$ cat src/rtl/sng_pkg.sv
// shared types, constants and codes of the syllable n-gram extractor
// depends on nothing
package sng_pkg;

    localparam int MAX_GRAM    = 8;
    localparam int IDX_W       = (MAX_GRAM > 1) ? $clog2(MAX_GRAM) : 1;
    localparam int FILL_W      = $clog2(MAX_GRAM + 1);
    localparam int GRAM_W      = 4;
    localparam int SIZE_W      = (FILL_W > GRAM_W) ? FILL_W : GRAM_W;
    localparam int QPTR_W      = 1;
    localparam int QUEUE_DEPTH = 1 << QPTR_W;

    localparam logic [GRAM_W-1:0] GRAM_RESET = GRAM_W'(2);
    localparam logic [7:0]        CHAR_SPACE = 8'h20;
    localparam logic [7:0]        CHAR_NL    = 8'h0a;

    typedef struct packed {
        logic       pair;
        logic [7:0] lead;
        logic [7:0] trail;
    } syllable_t;

    typedef enum logic [1:0] {
        ST_IDLE,
        ST_LEAD,
        ST_TRAIL
    } back_state_t;

endpackage

$ cat src/rtl/syllable_ngram_extractor.sv
// top level of the syllable n-gram extractor
// depends on sng_pkg, sng_front, sng_queue, sng_back
//
// Input channel in_valid/in_ready/in_byte carries raw text bytes, one request
// per byte. Output channel out_valid/out_ready/out_byte/gram_last carries the
// bytes of each emitted n-gram, oldest syllable first, gram_last on the final
// byte. Config channel cfg_valid/cfg_ready/gram_size sets the n-gram size;
// cfg_ready is always high and the write takes effect at the next syllable.
// When the back end is free, a byte that completes a syllable is written into
// a queue slot and popped by the back end in its idle state, and its first
// byte then goes to the output register. The back end takes each syllable from
// the two-entry queue and emits up to twice the gram size bytes, and it takes
// no new syllable before the last byte of the gram is loaded. Lead bytes and
// dropped blanks are taken by the front end alone while the queue has room.
// When the receiver stalls, the output byte holds, the back end waits and the
// queue fills, after which in_ready drops. Reset empties the queue, clears the
// fill count and held lead byte, and sets the gram size to two.
module syllable_ngram_extractor
    import sng_pkg::*;
(
    input  logic              clk,
    input  logic              rst_n,
    input  logic              cfg_valid,
    output logic              cfg_ready,
    input  logic [GRAM_W-1:0] gram_size,
    input  logic              in_valid,
    output logic              in_ready,
    input  logic [7:0]        in_byte,
    output logic              out_valid,
    input  logic              out_ready,
    output logic [7:0]        out_byte,
    output logic              gram_last
);

    logic      q_full;
    logic      q_push;
    logic      q_pop;
    logic      q_valid;
    syllable_t q_in;
    syllable_t q_out;

    sng_front u_front (
        .clk      (clk),
        .rst_n    (rst_n),
        .in_valid (in_valid),
        .in_ready (in_ready),
        .in_byte  (in_byte),
        .q_full   (q_full),
        .q_push   (q_push),
        .q_data   (q_in)
    );

    sng_queue u_queue (
        .clk       (clk),
        .rst_n     (rst_n),
        .push      (q_push),
        .push_data (q_in),
        .full      (q_full),
        .pop       (q_pop),
        .valid     (q_valid),
        .data      (q_out)
    );

    sng_back u_back (
        .clk       (clk),
        .rst_n     (rst_n),
        .cfg_valid (cfg_valid),
        .cfg_ready (cfg_ready),
        .gram_size (gram_size),
        .q_valid   (q_valid),
        .q_data    (q_out),
        .q_pop     (q_pop),
        .out_valid (out_valid),
        .out_ready (out_ready),
        .out_byte  (out_byte),
        .gram_last (gram_last)
    );

endmodule

$ cat src/rtl/sng_front.sv
// front end: accepts text bytes, pairs lead and trail bytes, drops blanks
// depends on sng_pkg
module sng_front
    import sng_pkg::*;
(
    input  logic      clk,
    input  logic      rst_n,
    input  logic      in_valid,
    output logic      in_ready,
    input  logic [7:0] in_byte,
    input  logic      q_full,
    output logic      q_push,
    output syllable_t q_data
);

    logic       lead_pending_reg;
    logic       lead_pending_next;
    logic [7:0] lead_byte_reg;
    logic [7:0] lead_byte_next;
    logic       accept;

    assign in_ready = !q_full;
    assign accept   = in_valid && in_ready;

    always_comb
    begin
        lead_pending_next = lead_pending_reg;
        lead_byte_next    = lead_byte_reg;
        q_push            = 1'b0;
        q_data            = '{pair: 1'b0, lead: 8'h00, trail: in_byte};
        if (accept)
        begin
            priority if (lead_pending_reg)
            begin
                // any byte completes a held lead, blanks included
                lead_pending_next = 1'b0;
                q_push            = 1'b1;
                q_data            = '{pair: 1'b1, lead: lead_byte_reg, trail: in_byte};
            end
            else if (in_byte[7])
            begin
                lead_pending_next = 1'b1;
                lead_byte_next    = in_byte;
            end
            else if (in_byte == CHAR_SPACE || in_byte == CHAR_NL)
            begin
                q_push = 1'b0;
            end
            else
            begin
                q_push = 1'b1;
            end
        end
    end

    always_ff @(posedge clk or negedge rst_n)
    begin
        if (!rst_n)
        begin
            lead_pending_reg <= 1'b0;
            lead_byte_reg    <= 8'h00;
        end
        else
        begin
            lead_pending_reg <= lead_pending_next;
            lead_byte_reg    <= lead_byte_next;
        end
    end

endmodule

$ cat src/rtl/sng_queue.sv
// short syllable queue between front and back end
// depends on sng_pkg
module sng_queue
    import sng_pkg::*;
(
    input  logic      clk,
    input  logic      rst_n,
    input  logic      push,
    input  syllable_t push_data,
    output logic      full,
    input  logic      pop,
    output logic      valid,
    output syllable_t data
);

    syllable_t         slot_reg [QUEUE_DEPTH];
    logic [QPTR_W-1:0] wr_ptr_reg;
    logic [QPTR_W-1:0] rd_ptr_reg;
    logic [QPTR_W:0]   count_reg;
    logic [QPTR_W:0]   count_next;
    logic              do_push;
    logic              do_pop;

    assign full    = (count_reg == (QPTR_W+1)'(QUEUE_DEPTH));
    assign valid   = (count_reg != '0);
    assign data    = slot_reg[rd_ptr_reg];
    assign do_push = push && !full;
    assign do_pop  = pop && valid;

    always_comb
    begin
        count_next = count_reg;
        unique case ({do_push, do_pop})
            2'b10:   count_next = count_reg + 1'b1;
            2'b01:   count_next = count_reg - 1'b1;
            default: count_next = count_reg;
        endcase
    end

    always_ff @(posedge clk or negedge rst_n)
    begin
        if (!rst_n)
        begin
            wr_ptr_reg <= '0;
            rd_ptr_reg <= '0;
            count_reg  <= '0;
        end
        else
        begin
            if (do_push)
                wr_ptr_reg <= wr_ptr_reg + 1'b1;
            if (do_pop)
                rd_ptr_reg <= rd_ptr_reg + 1'b1;
            count_reg <= count_next;
        end
    end

    always_ff @(posedge clk)
    begin
        if (do_push)
            slot_reg[wr_ptr_reg] <= push_data;
    end

endmodule

$ cat src/rtl/sng_back.sv
// back end: syllable window, gram size register and byte sequencer
// depends on sng_pkg
module sng_back
    import sng_pkg::*;
(
    input  logic              clk,
    input  logic              rst_n,
    input  logic              cfg_valid,
    output logic              cfg_ready,
    input  logic [GRAM_W-1:0] gram_size,
    input  logic              q_valid,
    input  syllable_t         q_data,
    output logic              q_pop,
    output logic              out_valid,
    input  logic              out_ready,
    output logic [7:0]        out_byte,
    output logic              gram_last
);

    syllable_t         window_reg [MAX_GRAM];
    logic [GRAM_W-1:0] gram_reg;
    logic [FILL_W-1:0] fill_reg;
    logic [FILL_W-1:0] fill_inc;
    logic [IDX_W-1:0]  idx_reg;
    logic [IDX_W-1:0]  idx_next;
    back_state_t       state_reg;
    back_state_t       state_next;
    logic              out_valid_reg;
    logic              out_valid_next;
    logic [7:0]        out_byte_reg;
    logic [7:0]        out_byte_next;
    logic              gram_last_reg;
    logic              gram_last_next;
    logic              load;
    logic              load_ok;
    logic [SIZE_W-1:0] eff_size;
    logic [IDX_W-1:0]  start_idx;
    logic              window_full;
    syllable_t         entry;

    assign cfg_ready = 1'b1;
    assign out_valid = out_valid_reg;
    assign out_byte  = out_byte_reg;
    assign gram_last = gram_last_reg;

    // zero acts as one, oversize clamps to the window depth
    always_comb
    begin
        priority if (gram_reg == '0)
            eff_size = SIZE_W'(1);
        else if (SIZE_W'(gram_reg) > SIZE_W'(MAX_GRAM))
            eff_size = SIZE_W'(MAX_GRAM);
        else
            eff_size = SIZE_W'(gram_reg);
    end

    assign start_idx   = IDX_W'(eff_size - SIZE_W'(1));
    assign fill_inc    = (fill_reg == FILL_W'(MAX_GRAM)) ? fill_reg : fill_reg + 1'b1;
    assign window_full = (SIZE_W'(fill_inc) >= eff_size);
    assign entry       = window_reg[idx_reg];
    assign load_ok     = !out_valid_reg || out_ready;

    always_comb
    begin
        state_next = state_reg;
        unique case (state_reg)
            ST_IDLE:
            begin
                if (q_valid && window_full)
                    state_next = ST_LEAD;
            end
            ST_LEAD:
            begin
                if (load_ok)
                begin
                    priority if (entry.pair)
                        state_next = ST_TRAIL;
                    else if (idx_reg == '0)
                        state_next = ST_IDLE;
                    else
                        state_next = ST_LEAD;
                end
            end
            ST_TRAIL:
            begin
                if (load_ok)
                    state_next = (idx_reg == '0) ? ST_IDLE : ST_LEAD;
            end
            default: state_next = ST_IDLE;
        endcase
    end

    always_comb
    begin
        q_pop          = 1'b0;
        load           = 1'b0;
        idx_next       = idx_reg;
        out_byte_next  = out_byte_reg;
        gram_last_next = gram_last_reg;
        unique case (state_reg)
            ST_IDLE:
            begin
                if (q_valid)
                begin
                    q_pop    = 1'b1;
                    idx_next = start_idx;
                end
            end
            ST_LEAD:
            begin
                if (load_ok)
                begin
                    load = 1'b1;
                    if (entry.pair)
                    begin
                        out_byte_next  = entry.lead;
                        gram_last_next = 1'b0;
                    end
                    else
                    begin
                        out_byte_next  = entry.trail;
                        gram_last_next = (idx_reg == '0);
                        if (idx_reg != '0)
                            idx_next = idx_reg - 1'b1;
                    end
                end
            end
            ST_TRAIL:
            begin
                if (load_ok)
                begin
                    load           = 1'b1;
                    out_byte_next  = entry.trail;
                    gram_last_next = (idx_reg == '0);
                    if (idx_reg != '0)
                        idx_next = idx_reg - 1'b1;
                end
            end
            default:
            begin
                q_pop = 1'b0;
            end
        endcase
    end

    always_comb
    begin
        if (load)
            out_valid_next = 1'b1;
        else if (out_ready)
            out_valid_next = 1'b0;
        else
            out_valid_next = out_valid_reg;
    end

    always_ff @(posedge clk or negedge rst_n)
    begin
        if (!rst_n)
        begin
            state_reg     <= ST_IDLE;
            gram_reg      <= GRAM_RESET;
            fill_reg      <= '0;
            idx_reg       <= '0;
            out_valid_reg <= 1'b0;
        end
        else
        begin
            state_reg     <= state_next;
            idx_reg       <= idx_next;
            out_valid_reg <= out_valid_next;
            if (cfg_valid && cfg_ready)
                gram_reg <= gram_size;
            if (q_pop)
                fill_reg <= fill_inc;
        end
    end

    // window entry 0 holds the newest syllable
    always_ff @(posedge clk)
    begin
        out_byte_reg  <= out_byte_next;
        gram_last_reg <= gram_last_next;
        if (q_pop)
        begin
            window_reg[0] <= q_data;
            for (int i = 1; i < MAX_GRAM; i++)
                window_reg[i] <= window_reg[i-1];
        end
    end

endmodule

$ cat config.mk
export PLATFORM = sky130hd
export DESIGN_NAME = syllable_ngram_extractor
export DESIGN_NICKNAME = d
export VERILOG_FILES = /design/src/rtl/sng_pkg.sv /design/src/rtl/syllable_ngram_extractor.sv /design/src/rtl/sng_front.sv /design/src/rtl/sng_queue.sv /design/src/rtl/sng_back.sv
export SDC_FILE = /design/constraint.sdc
export NUM_CORES = 1
export LEC_CHECK = 0
export BUFFER_PORTS_ARGS = -buffer_cell sky130_fd_sc_hd__buf_2
export CAP_MARGIN = 20
export CORE_ASPECT_RATIO = 1.4
export CORE_MARGIN = 1.5
export CORE_UTILIZATION = 55
export CTS_CLUSTER_DIAMETER = 80
export DETAILED_ROUTE_END_ITERATION = 6
export GPL_TIMING_DRIVEN = 0
export PLACE_DENSITY = 0.75
export SLEW_MARGIN = 20
export SYNTH_ARGS = -nofsm -noshare
export SYNTH_HDL_FRONTEND = slang
export SYNTH_SLANG_ARGS = --single-unit
export TNS_END_PERCENT = 100
$ cat constraint.sdc
create_clock -name clk -period 5.8 [get_ports clk]
set_input_delay 0.29 -clock clk [delete_from_list [all_inputs] [get_ports clk]]
set_output_delay 0.29 -clock clk [all_outputs]
set_load 0.005 [all_outputs]
==> flow_summary_export.csv, run 1 <==
group,metric,value,unit
routing,vias,3835,
critical_path,end_kind,"register",
critical_path,critPathMaxFanout,3,
pwr,swShare,30.71,%
timing,rsz0062_at_grt,"no",
die,die_w,106.7,um
pwr,p_int,4.264,mW
logic_synthesis,ys_seq_area_share,73.14,%
die,die-area,0.01580,mm2
global_routing,grt_pass1_wl,21.81,mm
placement,gp_congestion,0.7787,
logic_synthesis,netlist_instances,428,
cts,cts_root_buf,"clkbuf_16",
placement,dp_hpwl,8.871,mm
critical_path,critPathKind,"reg -> reg",
timing,max_slew_margin,41.26,%
routing,drc,0,
cts,cts_buffer_depth,3,
pwr,pwr-share-clk,19.9,%
logic_synthesis,yosys_warnings,0,
pwr,power_frac_comb,32.6,%
global_routing,grt_pass1_vias,4071,
timing,finalSetupTns,0,ns
cts,worstSkewPairLatency,0.48,ns
timing,final-setup-viol-count,0,
timing,fmax,384.4,MHz
logic_synthesis,synth_nets,457,
critical_path,crit_path_frequent_cell,"ha_1",
global_routing,grt_usage,17.80,%
pwr,peakVddDrop,462.8,uV
pwr,power_density,660.2,mW/mm2
routing,via_per_inst,5.615,
die,rows,52,
final_layout,final_nets,509,
cts,numCtsBuffers,20,
die,start_util,56.77,%
routing,drt-pass1-iter-count,4,
critical_path,crit_arrival,2.98,ns
timing,finClkSkew,0.01047,ns
routing,drt_wl_total,13.33,mm
cts,clk_pin_slew,0.06,ns
cts,clkSinkCount,206,
run_status,status,"finished, final reports clean",
global_routing,overflow,0,
critical_path,cpMaxStageDelayCell,"dfrtp_1",
placement,dp_slack,3.222,ns
placement,io_buffer_count,27,
min_path,hold_path.class,"in -> reg",
critical_path,cpPeakStageDelay,0.40,ns
global_routing,grt_max_degree,73,
critical_path,start_kind,"register",
timing,fin_crit_sh,44.85,%
routing,drt_iter0_markers,231,
pwr,power.share.sequential,47.5,%
routing,routedWlPerCell,19.52,um
pwr,switchingPower,1.890,mW
timing,tightest_slew,0.8801,ns
timing,worst_slack,3.198,ns
timing,slew_violations,0,
flow_run,maxCapViolations,0,
global_routing,antenna_found_initial,0,
die,die_y,148.1,um
timing,finalHoldViolations,0,
critical_path,crit_required,6.17,ns
die,design.core.area,0.01457,mm2
logic_synthesis,syn-cell-area,0.008274,mm2
final_layout,drive_above_1_share,27.53,%
cts,tritoncts,"yes",
cts,ctsHoldBuffers,2,
critical_path,crit_chain,"inv_1 > ha_1 > nand2_1 > nor2_1 > xnor2_1 > ha_1 > nand2b_1 > a21o_1 > a211oi_1 > or3_1 > mux2_2",
final_layout,area_growth,12.66,%
placement,placed_cell_area,0.008683,mm2
final_layout,largest_reg_flops,136,
logic_synthesis,syn_area_per_cell,19.33,um2
logic_synthesis,synth_cell_types,45,
pwr,cellLeakagePower,3.364,nW
routing,ant_nets,0,
cts,post_cts_resized,0,
cts,cts_setup_buffers,0,
die,io_pins,29,
final_layout,stdcell_area,0.009321,mm2
timing,fin_crit,2.602,ns
final_layout,n_antenna_cell,0,
cts,htree_levels,1,
logic_synthesis,ys_seq_elements,206,
-- final timing paths --
path	startpoint	end	slack (ns)	cells past startpoint
max in group asynchronous	rst_n	u_front.lead_byte_reg[4]	5.04	2
worst max register to register	u_back.fill_reg[0]	u_back.state_reg[0]	3.20	11
worst min-delay path	in_byte[2]	u_queue.slot_reg[1][2]	0.02	1
min in group asynchronous	rst_n	u_back.idx_reg[1]	0.34	2
worst min register to register	u_back.window_reg[2][5]	u_back.window_reg[3][5]	0.44	0
worst max-delay path	u_back.fill_reg[0]	u_back.state_reg[0]	3.20	11
-- layout make-up --
class	instances	area [um2]
flip-flops and latches	206	6052
fillers	1040	5253
multi-input cells	193	2078
clock buffers	27	548.0
well taps	189	236.5
repair buffers	30	182.7
plain buffers	17	103.9
clock inverters	9	70.07
inverters	12	50.05
-- layer usage --
| layer | vias to the layer above | track usage, % | wire length (um) |
|---|---|---|---|
| met5 | - | 0 | 0 |
| met1 | 1959 | 23.99 | 5716 |
| met2 | 78 | 30.42 | 6939 |
| li1 | 1781 | - | - |
| met3 | 17 | 2.629 | 434 |
| met4 | 0 | 5.267 | 240 |
-- kinds of logic (layout without fill, tap and decap cells) --
family	after synthesis	count (layout)	synth area share (%)
adder cells (fa/ha/maj)	12	12	1.815
buffers and inverters	29	95	1.800
AND/OR/NAND/NOR	56	56	3.569
XOR/XNOR	9	9	0.9527
multiplexers	92	92	16.60
flip-flops	206	206	73.14
AO/OA/AOI/OAI	23	23	2.072
other	1	1	0.04532
-- power by group through the flow --
| stage | Clock [mW] | Sequential (mW) | Combinational (mW) |
|---|---|---|---|
| finish | 1.22 | 2.93 | 2.01 |
| global route | 1.31 | 3.00 | 2.19 |
| CTS | 1.26 | 2.92 | 2.05 |
| detailed placement | 0 | 2.93 | 2.04 |
| global placement | 0 | 2.96 | 1.91 |
| floorplan | 0 | 2.86 | 1.55 |
-- cell usage after synthesis (all sizes together) --
cell type / number / area (um2)
a221oi: 1 / 8.760
a211oi: 1 / 7.510
nand2b: 12 / 75.07
dfstp: 1 / 26.28
o21ai: 6 / 30.02
o22ai: 2 / 26.28
edfxtp: 179 / 5375
mux2i: 27 / 270.3
o31a: 1 / 8.760
or3: 2 / 12.51
conb: 1 / 3.750
a21o: 1 / 7.510
inv: 12 / 45.04
and2: 9 / 56.30
o21a: 1 / 7.510
o31ai: 3 / 22.52
o2bb2ai: 1 / 15.01
nand3: 3 / 15.01
nor3: 3 / 25.02
nor4: 1 / 6.260
buf: 10 / 77.58
mux4: 32 / 728.2
o32ai: 1 / 8.760
a21oi: 4 / 20.02
nor2b: 2 / 12.51
xor2: 2 / 17.52
mux2: 33 / 375.3
nor2: 17 / 63.81
nand2: 6 / 22.52
clkbuf: 7 / 26.28
a211o: 1 / 8.760
and3: 1 / 6.260
dfrtp: 26 / 650.6
xnor2: 7 / 61.31
ha: 12 / 150.1
-- placed cells by master (no fill, tap or decap), types with 3 or more instances in the layout --
| cell | synthesis | routed |
|---|---|---|
| a21oi_1 | 4 | 4 |
| and2_1 | 9 | 9 |
| buf_2 | 4 | 31 |
| clkbuf_1 | 7 | 13 |
| clkbuf_16 | 0 | 21 |
| clkinv_2 | 0 | 8 |
| dfrtp_1 | 26 | 26 |
| edfxtp_1 | 179 | 179 |
| ha_1 | 12 | 12 |
| inv_1 | 12 | 11 |
| mux2_2 | 31 | 31 |
| mux2i_1 | 27 | 27 |
| mux4_2 | 30 | 30 |
| nand2_1 | 6 | 6 |
| nand2b_1 | 12 | 12 |
| nand3_1 | 3 | 3 |
| nor2_1 | 17 | 15 |
| o21ai_0 | 3 | 3 |
| o21ai_1 | 3 | 3 |
| o31ai_1 | 3 | 3 |
| xnor2_1 | 7 | 7 |
-- worst max-delay path: cells and delay by family (launching register included) --
family,cells,cell delay [ns]
buffers and inverters,1,0.13
flip-flops,1,0.40
adder cells (fa/ha/maj),2,0.43
AO/OA/AOI/OAI,2,0.42
multiplexers,1,0.34
XOR/XNOR,1,0.16
AND/OR/NAND/NOR,4,0.62
-- stage by stage --
| step | hold slack (ns) | power, mW | utilization [%] | std cells |
|---|---|---|---|---|
| 6_report | 0.02285 | 6.154 | 63.96 | 683 |
| 3_3_place_gp | 0.3219 | 4.868 | 59.32 | 644 |
| 2_1_floorplan | -0.005591 | 4.408 | - | 428 |
| 4_1_cts | 0.009637 | 6.231 | 63.96 | 683 |
| 5_1_grt | 0.02089 | 6.501 | 63.96 | 683 |
| 3_5_place_dp | 0.3336 | 4.970 | 59.58 | 645 |
Note: power is estimated with default switching activity, not from simulation.
==> run 2: changes to the inputs <==
- ABC_AREA: default -> 1
- clock period: 5.8 -> 2.5 ns (I/O delays scaled with it)
==> run 2 against run 1 <==
- sequential cell count unchanged
- power rose to 2.5 times the previous value
- worst hold slack gained 0.17 ns
- sequential power is 140% higher
- sequential share of layout area shrank 3.9 points
- clock skew down 0.0047 ns
- via count is 45% higher
==> flow_summary_export.csv, run 2 <==
group,metric,value,unit
run_status,status,"finished, final reports clean",
critical_path,cpMaxStageDelayCell,"dfrtp_1",
timing,slew_violations,0,
timing,finClkSkew,0.005722,ns
cts,numCtsBuffers,20,
critical_path,start_kind,"register",
global_routing,grt_max_degree,30,
logic_synthesis,synth_nets,748,
global_routing,grt_pass1_wl,27.70,mm
cts,clkSinkCount,206,
critical_path,crit_required,2.69,ns
global_routing,met3_usage,3.136,%
logic_synthesis,ys.flop_type,"edfxtp_1",
timing,final-setup-viol-count,0,
die,rows,53,
critical_path,crit_chain,"inv_1 > ha_2 > inv_2 > nor2_4 > buf_12 > buf_16 > buf_16 > buf_12",
logic_synthesis,yosys_warnings,0,
logic_synthesis,yosysTopAreaCell,"edfxtp_1",
pwr,power_density,1554,mW/mm2
critical_path,crit_arrival,2.46,ns
global_routing,antenna_found_initial,0,
final_layout,area_growth,16.64,%
logic_synthesis,syn_area_per_cell,11.82,um2
cts,cts_buffer_depth,3,
routing,drc,0,
final_layout,stdcell_count,1006,
routing,vias,5570,
final_layout,stdcell_area,0.009910,mm2
placement,gp_congestion,0.8655,
final_layout,final_cell_mix,"nand2_1 (180), edfxtp_1 (179), nor2_1 (84), o21ai_0 (74), inv_1 (40)",
routing,drt_wl_total,17.55,mm
timing,finalHoldViolations,0,
final_layout,n_antenna_cell,0,
logic_synthesis,synthTopCellsByCount,"nand2_1 (180), edfxtp_1 (179), nor2_1 (86)",
logic_synthesis,synth_cell_types,33,
timing,fin_hold_ws,0.1930,ns
critical_path,end_kind,"register",
final_layout,final_nets,831,
logic_synthesis,synth.area.top_cells,"edfxtp_1 (63%), nand2_1 (8.0%), dfrtp_1 (7.7%)",
global_routing,overflow,0,
die,design.core.area,0.01505,mm2
global_routing,use_met1,26.42,%
final_layout,final_common_cell,"nand2_1",
final_layout,drive_above_1_share,12.90,%
timing,finalSetupTns,0,ns
timing,tightest_slew,0.8614,ns
placement,dp_hpwl,11.59,mm
critical_path,critPathKind,"reg -> reg",
global_routing,grt_pass1_vias,5701,
final_layout,largest_reg_flops,136,
routing,ant_nets,0,
cts,clk_pin_slew,0.06,ns
min_path,hold_path.class,"in -> async",
die,die_y,150.1,um
cts,cts_root_buf,"clkbuf_16",
global_routing,grt_usage,22.27,%
logic_synthesis,netlist_instances,719,
timing,rsz0062_at_grt,"no",
logic_synthesis,synth_edf_count,179,
timing,fin_crit_sh,90.63,%
die,io_pins,29,
placement,placed_cell_area,0.009006,mm2
cts,htree_levels,1,
placement,dp_slack,-0.05530,ns
logic_synthesis,ys_seq_area_share,71.24,%
final_layout,post-route-util,65.83,%
logic_synthesis,syn-cell-area,0.008496,mm2
critical_path,cpPeakStageDelay,0.42,ns
global_routing,met2_usage,40.19,%
placement,io_buffer_count,27,
cts,tritoncts,"yes",
logic_synthesis,netlist.area_leader.share,63.27,%
timing,fin_crit,2.266,ns
routing,drt_iter0_markers,461,
die,die-area,0.01621,mm2
logic_synthesis,synth_most_common_cell,"nand2_1",
pwr,total_power,15.40,mW
global_routing,grt.busiest_layer,"met2",
critical_path,critPathMaxFanout,29,
die,start_util,56.44,%
logic_synthesis,ys_seq_elements,206,
placement,dp.cells,943,
logic_synthesis,async_flop_share,13.11,%
die,die_w,108.0,um
timing,fmax,441.4,MHz
pwr,cellLeakagePower,3.935,nW
timing,worst_slack,0.2342,ns
cts,worstSkewPairLatency,0.49,ns
routing,routedWlPerCell,17.45,um
routing,via_per_inst,5.537,
routing,drt-pass1-iter-count,5,
flow_run,maxCapViolations,0,
pwr,peakVddDrop,749.7,uV
timing,max_slew_margin,42.51,%
[run 2: power by group]
group / internal (mW) / switching, mW / leakage, nW
sequential: 6.16 / 0.738 / 2.03
combinational: 1.92 / 3.65 / 1.60
clock: 1.74 / 1.18 / 0.306
total: 9.83 / 5.57 / 3.93
[run 2: metal layers]
layer	share of wire, %	vias up	wire length, um
li1	-	2649	-
met2	54	191	9432
met1	38	2686	6661
met5	0	-	0
met3	5.3	44	922
met4	3.1	0	537
[run 2: worst max-delay path: cells and delay by family, from the launching register on]
family	cells	cell delay [ns]
adder cells (fa/ha/maj)	1	0.20
buffers and inverters	6	1.05
flip-flops	1	0.42
AND/OR/NAND/NOR	1	0.26
[run 2: worst paths after layout]
path | slack, ns | from | cells past startpoint | end
hold reg to reg | 0.44 | u_back.window_reg[1][1] | 0 | u_back.window_reg[2][1]
max in group asynchronous | 1.88 | rst_n | 2 | u_front.lead_byte_reg[6]
setup reg to reg | 0.23 | u_back.state_reg[1] | 8 | u_back.window_reg[4][5]
min in group clk | 0.37 | out_ready | 3 | u_back.out_valid
hold / removal | 0.19 | rst_n | 2 | u_queue.count_reg[0]
setup / recovery | 0.23 | u_back.state_reg[1] | 8 | u_back.window_reg[4][5]
[run 2: kinds of logic after synthesis]
group	share of synthesized area, %
AOI/OAI and AO/OA	7.879
xor gates and xnor gates	0.7217
adders and majority gates	1.767
buffers and inverters	4.595
DFF	71.24
muxes	0.3976
other	0.04414
and+or+nand+nor	13.36
[run 2: repair_timing]
action                                  CTS  global route
gates resized for setup                   0             0
endpoints found under the hold margin    55             0
hold buffers                             23             0
pin swaps                                 1             1
gates cloned                              1             0
endpoints found under the setup margin   29            29
buffers inserted                          0             5
[run 2: layout make-up]
cell class	count	area, um2
clock buffers	29	555.5
multi-input cells	436	2072
well taps	192	240.2
flip-flops and latches	206	6052
inverters	45	176.4
plain buffers	33	214.0
repair buffers	60	525.5
fillers	1054	5144
clock inverters	5	73.82
